`config.mk`:
```
export PLATFORM = sky130hd
export DESIGN_NAME = shsu_front
export DESIGN_NICKNAME = d
export VERILOG_FILES = /design/src/rtl/shsu_pkg.sv /design/src/rtl/shsu_front.sv
export SDC_FILE = /design/constraint.sdc
export NUM_CORES = 1
export LEC_CHECK = 0
export ABC_AREA = 1
export BUFFER_PORTS_ARGS = -buffer_cell sky130_fd_sc_hd__clkbuf_2
export CAP_MARGIN = 10
export CORE_MARGIN = 2
export CORE_UTILIZATION = 31
export DETAILED_ROUTE_END_ITERATION = 6
export PLACE_DENSITY = 0.81
export SLEW_MARGIN = 10
export SYNTH_ARGS = -nofsm -noshare
export SYNTH_HDL_FRONTEND = slang
export SYNTH_SLANG_ARGS = --single-unit
```
`constraint.sdc`:
```
create_clock -name vclk -period 2.2
set_input_delay 0.44 -clock vclk [all_inputs]
set_output_delay 0.44 -clock vclk [all_outputs]
set_load 0.01 [all_outputs]
```
`src/rtl/shsu_pkg.sv`:
```
// shsu_pkg: shared types and constants for the sparse hll sorted table update unit
// request and result payload structs, the internal work item and the back-end states
// no dependencies
package shsu_pkg;

  // fixed field widths of the request and result payloads
  localparam int HASH_W       = 64;
  localparam int IDX_FIELD_W  = 26;
  localparam int RANK_BITS    = 6;
  localparam int COUNT_FIELD_W = 11;

  // soft limit after reset
  localparam logic [COUNT_FIELD_W-1:0] SOFT_LIMIT_RESET = 11'd1024;

  // request command codes
  localparam logic CMD_INSERT = 1'b0;
  localparam logic CMD_MERGE  = 1'b1;

  // request payload
  typedef struct packed {
    logic                   cmd;
    logic [HASH_W-1:0]      hash;
    logic [IDX_FIELD_W-1:0] entry_index;
    logic [RANK_BITS-1:0]   entry_rank;
    logic                   batch_last;
  } in_item_t;

  // result payload
  typedef struct packed {
    logic [COUNT_FIELD_W-1:0] entry_count;
    logic                     limit_reached;
    logic                     dropped;
    logic                     batch_done;
  } out_item_t;

  // classified request passed from the front end to the back end
  typedef struct packed {
    logic [IDX_FIELD_W-1:0] idx;
    logic [RANK_BITS-1:0]   rank;
    logic                   last;
  } work_t;

  // back-end sequencer states
  typedef enum logic [2:0] {
    ST_IDLE,
    ST_SEARCH,
    ST_WAIT,
    ST_SHIFT,
    ST_PLACE,
    ST_REPORT
  } back_state_t;

endpackage

```
`src/rtl/shsu_front.sv`:
```
// shsu_front: classifies a request into a bucket index and rank
// insert requests derive both from the hash via a leading-zero count; uses shsu_pkg
module shsu_front #(
  parameter int INDEX_BITS = 26
) (
  input  shsu_pkg::in_item_t item,
  output shsu_pkg::work_t    work
);

  localparam int IdxW  = shsu_pkg::IDX_FIELD_W;
  localparam int RankW = shsu_pkg::RANK_BITS;

  // leading zeros of a nonzero byte
  function automatic logic [2:0] clz8(input logic [7:0] v);
    logic [2:0] n;
    n = 3'd7;
    for (int b = 0; b < 8; b++) begin
      if (v[b]) n = 3'(7 - b);
    end
    return n;
  endfunction

  logic [63:0]  rest;
  logic [7:0]   byte_nz;
  logic [2:0]   byte_clz [8];
  logic [5:0]   zeros;
  logic [6:0]   rank_sum;

  // bits below the index, with a stop bit right after them
  assign rest = (item.hash << INDEX_BITS) | (64'(1) << (INDEX_BITS - 1));

  // per-byte leading-zero counts
  always_comb begin
    for (int c = 0; c < 8; c++) begin
      byte_nz[c]  = |rest[63-8*c -: 8];
      byte_clz[c] = clz8(rest[63-8*c -: 8]);
    end
  end

  // first nonzero byte sets the count
  always_comb begin
    zeros = '0;
    for (int c = 7; c >= 0; c--) begin
      if (byte_nz[c]) zeros = {3'(c), byte_clz[c]};
    end
  end

  assign rank_sum = {1'b0, zeros} + 7'd1;

  // select fields by command
  always_comb begin
    work.last = item.batch_last;
    case (item.cmd)
      shsu_pkg::CMD_INSERT: begin
        work.idx  = IdxW'(item.hash[63 -: INDEX_BITS]);
        work.rank = RankW'(rank_sum);
      end
      default: begin
        work.idx  = IdxW'(item.entry_index[INDEX_BITS-1:0]);
        work.rank = item.entry_rank;
      end
    endcase
  end

endmodule

```
Yosys cells after proc, flatten, opt, wreduce, memory -nomap -nowiden:

Cells that the tools add are included.

* word-level logic and storage cells: 44
* register bits: 0
* input port bits: 98

* mux-type cells: 39
* $add $sub $neg: 1
* reductions and logical operators: 4

Operators with widths (number)
* $mux W3: 26
* $mux W32: 1
* $reduce_or A8 Y1: 4
* $mux W6: 4
* $mux W2: 4
* $add A6 B1 Y6 const B: 1
* $mux W1: 4

Depth between registers and ports, before layout:

* depth after elaboration: 13
* mapped depth: 16
* depth with buffers taken out: 16

Least setup slack after synthesis:

Ideal clock, no wire load.

* kind: in2out
* start point: in item[62] in the netlist's numbering
* end point: out work[5] in the netlist's numbering
* data arrival time: 1.841 ns
* stages: 11
* path buffers: 0
* required time: 1.760 ns
* setup slack: -0.081 ns
* cells stage by stage: nor2_1 nand3_2 nor2_4 inv_2 a21oi_2 nand3_2 a21oi_4 ha_1 nand3_1 xor2_1 a21oi_1

RTL lines
* start, declared: RTL line shsu_front.sv:6 `input shsu_pkg::in_item_t item,`
* end, declared: RTL line shsu_front.sv:7 `output shsu_pkg::work_t work`

==> metrics.txt <==
run status=finished with violations; failing checks=setup timing; area delta synth->final=96.5%; global route overflow=0; vias in the first global route=1444; largest cells by area after synthesis=nand2_1 46%, inv_1 9.7%, nor2_1 8.6%; Area after DPL=1880 µm²; worst slew pin tran=around 380 ps; max-cap check violation count=0; # DRC=0; Final Critical Period=approximately 2400 ps; post-synth top area share=a little under half; clkbuf count=0; WP data required=between 1500 and 2000 ps; I/O Pins=131; Starting Density=31.8%; FILL cells=about 330; maximum clock frequency=a little over 400 MHz; first-pass GRT wire length=roughly 5.5 mm; CP cell instances=clkbuf_2 -> nor2_2 -> nand2_2 -> nor2_4 -> nand3_2 -> nand2_2 -> nand2_1 -> nand2_1 -> nand2_2 -> nand2_4 -> inv_4 -> ha_4 -> a21oi_2 -> o21ai_1 -> nand2_1 -> buf_2; Setup-failing EPs final=5; Ant. Diodes=0; via count=approximately 1800; layout cells sized above 1=52.9%; Syn Nets=roughly 330; crit-path max FO=3; FP Rows=21; Mapped Avg Cell Area=between 4 and 5 µm²; Die H=roughly 62 µm; WL/cell=9.28 µm; seq_cells=0; register area=0 µm²; RSZ-0062 raised after global routing=yes; Setup WS post-layout=-218 ps; slowest CP cell=ha_4; TritonRoute pass-1 iters=4; Worst Setup Start Kind=primary input; largest vdd supply drop=84.6 µV; final antenna-violating net count=0; # nets final=between 400 and 500; Die Area=roughly 3900 µm²; number of vias per cell=about 4.3; overall power=between 300 and 400 µW; Tcrit/Tclk final=110%; Starting DRT DRC Count=43; Crit Path Category=primary input to primary output; GRT Total Usage=between 15 and 20%; area of the core=roughly 3300 µm²; I/O Buffers=roughly 130; commonest cells after routing, fill and taps aside=122 x nand2_1, 118 x clkbuf_2, 26 x inv_1; Pwr per Cell Area=about 160 nW/µm²; Detail Placement HPWL=between 3 and 4 mm; Hold Vio Cnt, Final=0; design area=just over 2000 µm²; CP endpoint kind=primary output; Synth Cell Area=1040 µm²; WP data arrival=1980 ps; initial antenna violation count=0; overall routed net length=between 3 and 4 mm; Slew headroom=74.8%; most common cell after layout, fill and taps aside=nand2_1; leakage power=between 0.001 and 0.0015 µW; synth warn=0; Seq/Total Area, Yosys=0%; Slew Limit Fails=0; routability cong.=0.883; crit-path max cell delay=160 ps; Unique masters post-synth=26; largest net degree at the start of global routing=21; worst min path class=primary input to primary output; cell taking the most area after synthesis=nand2_1; overall die width=between 60 and 70 µm; Post-Syn Instances=between 200 and 250
==> cell usage after synthesis (3+ instances only) <==
library cell,count
nand2_1,127
inv_1,27
nor2_1,24
a21oi_1,9
inv_2,6
clkbuf_1,5
nand3_1,5
o21ai_0,4
nand3_2,3
o21bai_1,3
==> where the power goes <==
group	internal, µW	switching [µW]	leakage, µW	total (µW)
clock	0	0	0	0
sequential	0	0	0	0
combinational	167	166	0.00130	333
==> final cells by class <==
| cell class | count | area [µm²] | share of cell area (%) |
|---|---|---|---|
| well taps | 46 | 57.6 | 2.80 |
| inverters | 34 | 130 | 6.34 |
| multi-input cells | 192 | 983 | 47.9 |
| repair buffers | 154 | 882 | 43.0 |
==> per-layer routing <==
metal	up-vias	GRT usage, %	wire [µm]
li1	988	-	-
met1	778	22.8	1520
met2	60	34.2	2190
met3	0	1.24	239
met4	0	0	0
met5	-	0	0
==> cells by family (layout without fill, tap and decap cells) <==
family / after synthesis / count (layout) / synth area share, %
compound gates: 22 / 22 / 13.5
buf+inv: 42 / 188 / 16.9
xor+xnor: 1 / 1 / 0.838
simple gates: 168 / 168 / 67.5
fa+ha+maj: 1 / 1 / 1.20
==> final timing paths <==
kind | start | to | slack, ps | cells after the start
worst max-delay path | item[49] | work[3] | -220 | 16
worst min-delay path | item[0] | work[0] | 880 | 0
==> worst max-delay path, delay by kind of cell <==
family / cells / cell delay (ps)
buffers and inverters: 3 / 280
and+or+nand+nor: 10 / 870
AOI/OAI and AO/OA: 2 / 240
adders and majority gates: 1 / 160
==> metrics by stage <==
stage,instances,hold slack (ps),utilization [%],setup slack [ps],setup TNS (ps)
CTS,424,880,58.9,-146,-444
global placement,422,880,57.3,-233,-709
floorplan,234,972,-,-24.5,-24.5
detailed placement,422,880,57.3,-269,-892
finish,426,880,62.5,-218,-681
global route,426,880,62.5,-299,-1220
==> repair_timing <==
| item | 4_1_cts | 5_1_grt |
|---|---|---|
| resized for setup | 11 | 37 |
| endpoints found under the hold margin | 0 | 0 |
| setup buffers | 2 | 2 |
| hold buffers | 0 | 0 |
| endpoints found under the setup margin | 5 | 6 |
| pin swaps | 9 | 10 |
Power figures use the tool's default switching activity.
