===== config.mk =====
export PLATFORM = sky130hd
export DESIGN_NAME = shsu_fifo
export DESIGN_NICKNAME = d
export VERILOG_FILES = /design/src/rtl/shsu_fifo.sv
export SDC_FILE = /design/constraint.sdc
export NUM_CORES = 1
export LEC_CHECK = 0
export BUFFER_PORTS_ARGS = -buffer_cell sky130_fd_sc_hd__buf_4
export CAP_MARGIN = 20
export CORE_ASPECT_RATIO = 1.1
export CORE_MARGIN = 2
export CORE_UTILIZATION = 59
export DETAILED_ROUTE_END_ITERATION = 7
export PLACE_DENSITY = 0.81
export RECOVER_POWER = 100
export SLEW_MARGIN = 25
export SYNTH_ARGS = -nofsm -noshare
export SYNTH_HDL_FRONTEND = slang
export SYNTH_SLANG_ARGS = --single-unit
export TNS_END_PERCENT = 1

===== constraint.sdc =====
create_clock -name clk -period 3.5 [get_ports clk]
set_clock_uncertainty 0.15 [all_clocks]
set_input_delay 0.525 -clock clk [delete_from_list [all_inputs] [get_ports clk]]
set_output_delay 0.525 -clock clk [all_outputs]
set_load 0.02 [all_outputs]

===== src/rtl/shsu_fifo.sv =====
// shsu_fifo: small synchronous queue of packed words
// used between front end and back end and on the result side; no package use
module shsu_fifo #(
  parameter int WIDTH      = 8,
  parameter int DEPTH_LOG2 = 2
) (
  input  logic             clk,
  input  logic             rst,
  input  logic             wr_en,
  input  logic [WIDTH-1:0] wr_data,
  output logic             full,
  input  logic             rd_en,
  output logic [WIDTH-1:0] rd_data,
  output logic             empty
);

  localparam int DEPTH = 1 << DEPTH_LOG2;

  logic [WIDTH-1:0]      slots [DEPTH];
  logic [DEPTH_LOG2-1:0] wr_ptr;
  logic [DEPTH_LOG2-1:0] rd_ptr;
  logic [DEPTH_LOG2:0]   cnt;
  logic                  do_wr;
  logic                  do_rd;

  assign full  = (cnt == (DEPTH_LOG2+1)'(DEPTH));
  assign empty = (cnt == '0);
  assign do_wr = wr_en && !full;
  assign do_rd = rd_en && !empty;
  assign rd_data = slots[rd_ptr];

  // pointers and fill count
  always_ff @(posedge clk) begin
    if (rst) begin
      wr_ptr <= '0;
      rd_ptr <= '0;
      cnt    <= '0;
    end else begin
      if (do_wr) wr_ptr <= wr_ptr + DEPTH_LOG2'(1);
      if (do_rd) rd_ptr <= rd_ptr + DEPTH_LOG2'(1);
      case ({do_wr, do_rd})
        2'b10:   cnt <= cnt + (DEPTH_LOG2+1)'(1);
        2'b01:   cnt <= cnt - (DEPTH_LOG2+1)'(1);
        default: cnt <= cnt;
      endcase
    end
  end

  // storage
  always_ff @(posedge clk) begin
    if (do_wr) slots[wr_ptr] <= wr_data;
  end

endmodule


# [Word-level counts from Yosys, hierarchy flattened]
# Memories as Yosys holds them, arrays and structs flattened. A register that Yosys moved wholly into a read port is not among the register bits.
# Cells that the tools add are included.
[totals] out_inout_bits=10 elab_cells=22 ff_bits=7 mem_count=1 ramBits=32
[mem_list] name="slots" words=4 width=8 read_ports=1 rd_clocked_by_memory_dff=1 write_ports=1 line_no="19" source="logic [WIDTH-1:0] slots [DEPTH];"
[classes] eq_ne=3 n_addsub=4 n_reduce_logical=6 n_mux=5
[op_table] op="3-bit case mux with 2 select lines" n=1
[op_table] op="2-bit by 1-bit adder with 2-bit output (second input constant)" n=2
[op_table] op="2-bit two-way mux" n=2
[op_table] op="3-bit by 1-bit adder with 3-bit output (second input constant)" n=1
[op_table] op="3-bit == test (second input constant)" n=1
[op_table] op="3-bit logical NOT" n=1
[op_table] op="3-bit by 1-bit subtractor with 3-bit output (second input constant)" n=1
[op_table] op="2-bit by 1-bit == test with 1-bit output (second input constant)" n=1
[op_table] op="2-bit == test (second input constant)" n=1
[op_table] op="1-bit logical AND" n=2
[op_table] op="1-bit logical NOT" n=2
[op_table] op="1-bit two-way mux" n=2
[op_table] op="2-bit nonzero test" n=1

# [Logic depth before layout (Yosys ltp)]
[logic_depth] word_depth=5 depth_mapped=9 ltp_nobuf=9

# [Worst setup path before layout]
# OpenSTA, ideal clock, no wires.
[synth_path] kind="reg2reg" start="register cnt[2]" end="register cnt[2]" slack_ps=1093 stages_incl_launch_ff=10 path_buffers=0 arrival_time_ps=2187 period_less_slack_ps=2407 cell_sequence="dfxtp_1 nor3b_2 nor2_1 inv_1 ha_1 inv_1 fa_1 xor2_1 or3_1 a21oi_1"
[synth_between] elab_chain_cells=5 elab_cells_between_ends=12 classes_between="2 x add/sub; 3 x eq/ne; 1 x mux; 6 x reduce/logical"
[synth_rtl] element="start, declared" line_no="22" source="logic [DEPTH_LOG2:0] cnt;"
[synth_rtl] element="start signal, assigned" line_no="42" source="2'b10: cnt <= cnt + (DEPTH_LOG2+1)'(1);"
[synth_rtl] element="start signal, assigned" line_no="43" source="2'b01: cnt <= cnt - (DEPTH_LOG2+1)'(1);"
[synth_rtl] element="start signal, assigned" line_no="44" source="default: cnt <= cnt;"
[synth_rtl] element="3-bit == test (*)" line_no="26" source="assign full = (cnt == (DEPTH_LOG2+1)'(DEPTH));"
[synth_rtl] element="named net full" line_no="11" source="output logic full,"
[synth_rtl] element="1-bit logical NOT (*)" line_no="28" source="assign do_wr = wr_en && !full;"
[synth_rtl] element="1-bit logical AND (*)" line_no="28"
[synth_rtl] element="2-bit by 1-bit == test with 1-bit output / 2-bit == test (equally long branches)" line_no="41" source="case ({do_wr, do_rd})"
[synth_rtl] element="3-bit case mux with 2 select lines / 2-bit nonzero test (equally long branches)"
# Mark *: on every way through the listed nets, which the timed path passes. The rest lies on a longest branch.
# A chain may end at the register's enable or synchronous reset.

# [Worst setup path after layout]
[layout_path] start="register cnt[2]" end="register cnt[2]"
[layout_between] elab_chain_cells=5 elab_cells_between_ends=12 classes_between="2 x add/sub; 3 x eq/ne; 1 x mux; 6 x reduce/logical"
[layout_rtl] element="3-bit == test / 3-bit logical NOT (equally long branches)" line_no="26, 27"
[layout_rtl] element="1-bit logical NOT, on equally long branches" line_no="28, 29"
[layout_rtl] element="1-bit logical AND, on equally long branches" line_no="28, 29"
[layout_rtl] element="2-bit by 1-bit == test with 1-bit output / 2-bit == test (equally long branches)" line_no="41"
[layout_rtl] element="3-bit case mux with 2 select lines / 2-bit nonzero test (equally long branches)"
# Parallel ways exist; a longest one is shown, timed or not.

==> results.json <==
{
  "htree_levels": 2,
  "synth_cells": 96,
  "power_leakage_nw": 0.602,
  "synth_area_leaders": "edfxtp_1 59%, dfxtp_1 11%, mux4_2 11%, ha_1 3.8%, inv_1 1.8%",
  "reg2reg_from": "cnt[2]",
  "internal-power_w": 0.000807,
  "max-clock-path-buffers": 2,
  "drc": 0,
  "first_global_vias": 848,
  "antenna_found_initial": 0,
  "worstPathArrival_ns": 2.64,
  "cts.clk_slew.worst_paths_ns": 0.10,
  "cp_data_required_time_ns": 3.61,
  "crit_path_top_delay_cell": "dfxtp_1",
  "cap_violations": 0,
  "netlist_top_cells_count": "32 x edfxtp_1, 9 x dfxtp_1, 8 x inv_1, 8 x mux4_2, 6 x nor2_1",
  "ys.flop_type": "edfxtp_1",
  "grt_overflow_total": 0,
  "grt_pass1_wl_mm": 3.92,
  "crit_type": "reg -> reg",
  "post-dp-hpwl_mm": 1.91,
  "drtIter0Drc": 34,
  "postCtsSetupBuffers": 0,
  "period_minus_slack_ns": 2.53,
  "slew_viol_final": 0,
  "pwr-share-seq_pct": 54.8,
  "io_buffers": 21,
  "path_cells": "nor3b_1 -> nor2_1 -> inv_1 -> ha_1 -> inv_1 -> fa_1 -> xor2_1 -> or3_1 -> a21oi_1",
  "design_area_sq_um": 1790,
  "hp-class": "in -> reg",
  "wirelength_mm": 2.49,
  "seq_area_sq_um": 1140,
  "pwr-share-comb_pct": 27.8,
  "grt_max_degree": 13,
  "p_sw_share_pct": 31.8,
  "nets": 139,
  "rsz0062_at_grt": "false",
  "cts_tree": "done",
  "dieArea_sq_um": 3210,
  "synth_edf_count": 32,
  "hold_violations": 0,
  "ctsResizeCount": 0,
  "cpMostUsedCell": "inv_1",
  "gp_congestion": 0.753,
  "placed_cell_area_sq_um": 1820,
  "die_width_um": 54.2,
  "synth_area_sq_um": 1640,
  "setup_viol_count_final": 0,
  "rr_endpoint": "cnt[2]",
  "n_fill_cell": 210,
  "ios": 22,
  "ant_nets": 0,
  "area_growth_pct": 9.33,
  "first_pass_iters": 4,
  "hold_depth": 2,
  "holdBufCountCts": 0,
  "worstSkewPairLatency_ns": 0.33,
  "multi_input_area_sq_um": 437,
  "fin_tns_setup_ns": 0,
  "p_switching_w": 0.000377,
  "grtUsageTotal_pct": 18.3,
  "max-slew-margin-rel_pct": 60.1,
  "clock_sinks": 41,
  "ys_seq_area_share_pct": 69.8,
  "syn_nets": 114,
  "hold_end": "wr_ptr[0]",
  "netlist.area_leader.share_pct": 58.8,
  "startpoint_type": "flop",
  "worstSetupEndpointType": "flop",
  "core_area_sq_um": 2700,
  "tightest_slew_ns": 0.598,
  "synth_cell_types": 20,
  "die_h_um": 59.2,
  "num_vias": 863,
  "rows": 20,
  "max_stage_delay_ns": 0.41,
  "vdd_drop_max_mv": 0.519,
  "synth.avg_cell_area_sq_um": 17.0,
  "cts-root-buf": "clkbuf_4",
  "r2r_slack_ns": 0.97,
  "min_from": "rst",
  "detail_route.wl_per_cell_um": 16.1,
  "num_antenna_cells": 0,
  "synth_warnings": 0,
  "synthMostInstantiatedCell": "edfxtp_1",
  "yosysTopAreaCell": "edfxtp_1",
  "fmaxAchievable_mhz": 395,
  "path_max_fanout": 6,
  "vias_per_cell": 5.57,
  "async_flop_share_pct": 0,
  "status": "finished, final reports clean",
  "clkPwrFrac_pct": 17.4,
  "ys_seq_elements": 41,
  "post-route-period-util_pct": 72.4,
  "drive_gt1_share_pct": 13.1,
  "powerDensity_nw_per_um2": 662,
  "reg2regPathDepth": 9,
  "start_util_pct": 60.5,
  "cts_made_buffers": 5
}
==> worst max-delay path by stage <==
stage,start,to
2_1_floorplan,cnt[2],cnt[2]
4_1_cts,flop,rd_data[5]
5_1_grt,cnt[2],cnt[2]
3_5_place_dp,cnt[2],cnt[2]
3_3_place_gp,wr_en,cnt[2]
6_report,cnt[2],cnt[2]
==> metrics by stage <==
step / cells / utilization, % / total power (W) / hold WS [ns] / worst slack (ns)
after floorplan: 96 / - / 0.000913 / 0.309 / 1.09
after global placement: 147 / 67.4 / 0.00103 / 0.317 / 1.26
after detailed placement: 147 / 67.4 / 0.00105 / 0.359 / 1.11
after CTS: 155 / 69.2 / 0.00125 / 0.232 / 1.03
after global routing: 155 / 66.2 / 0.00125 / 0.279 / 0.787
final: 155 / 66.2 / 0.00118 / 0.271 / 0.967
==> final cells by class <==
type,count,share of cell area (%)
multi-input combinational,44,24.4
clock inverter,1,0.210
clock buffer,7,2.52
timing repair buffer,21,5.04
sequential,41,63.8
tap,33,2.31
inverter,8,1.68
==> power by group through the flow <==
stage / Sequential, W / Clock [W] / Combinational (W)
finish: 0.000649 / 0.000206 / 0.000329
global route: 0.000659 / 0.000228 / 0.000364
CTS: 0.000655 / 0.000212 / 0.000385
detailed placement: 0.000667 / 0 / 0.000383
global placement: 0.000663 / 0 / 0.000372
floorplan: 0.000625 / 0 / 0.000288
==> flip-flops by register name, summed over array words and instances (netlist names), named ones only <==
signal  count
rd_ptr      2
cnt         3
wr_ptr      2
slots      32
==> placed cells by master, fill, tap and decap left out, types with 2 or more instances in the layout <==
cell,n
ha_1,5
a21oi_1,4
buf_4,3
clkbuf_1,20
nand2b_1,2
clkbuf_4,5
mux4_2,8
dfxtp_1,9
o21ai_0,3
nor2_1,6
and2_0,4
xor2_1,3
edfxtp_1,32
or3_1,3
inv_1,8
==> worst max-delay path, delay by kind of cell (launching register included) <==
family | cells | cell delay (ns)
AO/OA/AOI/OAI | 1 | 0.16
buffers and inverters | 2 | 0.16
flip-flops | 1 | 0.41
XOR/XNOR | 1 | 0.17
AND/OR/NAND/NOR | 3 | 0.87
adder cells (fa/ha/maj) | 2 | 0.55
==> kinds of logic after synthesis <==
family | share of synthesized area (%)
buffers and inverters | 2.60
AND/OR/NAND/NOR | 6.43
AO/OA/AOI/OAI | 2.91
adder cells (fa/ha/maj) | 5.05
multiplexers | 11.6
XOR/XNOR | 1.61
flip-flops | 69.8
==> per-layer routing <==
metal  vias to the layer above  global-route usage [%]  part of all wire, %
met4                         0                    6.43                  1.2
met3                         4                    5.30                  4.6
met2                        22                    31.8                   54
met1                       430                    21.3                   40
met5                         -                       0                    0
li1                        407                       -                    -
Note: power is estimated with default switching activity, not from simulation.
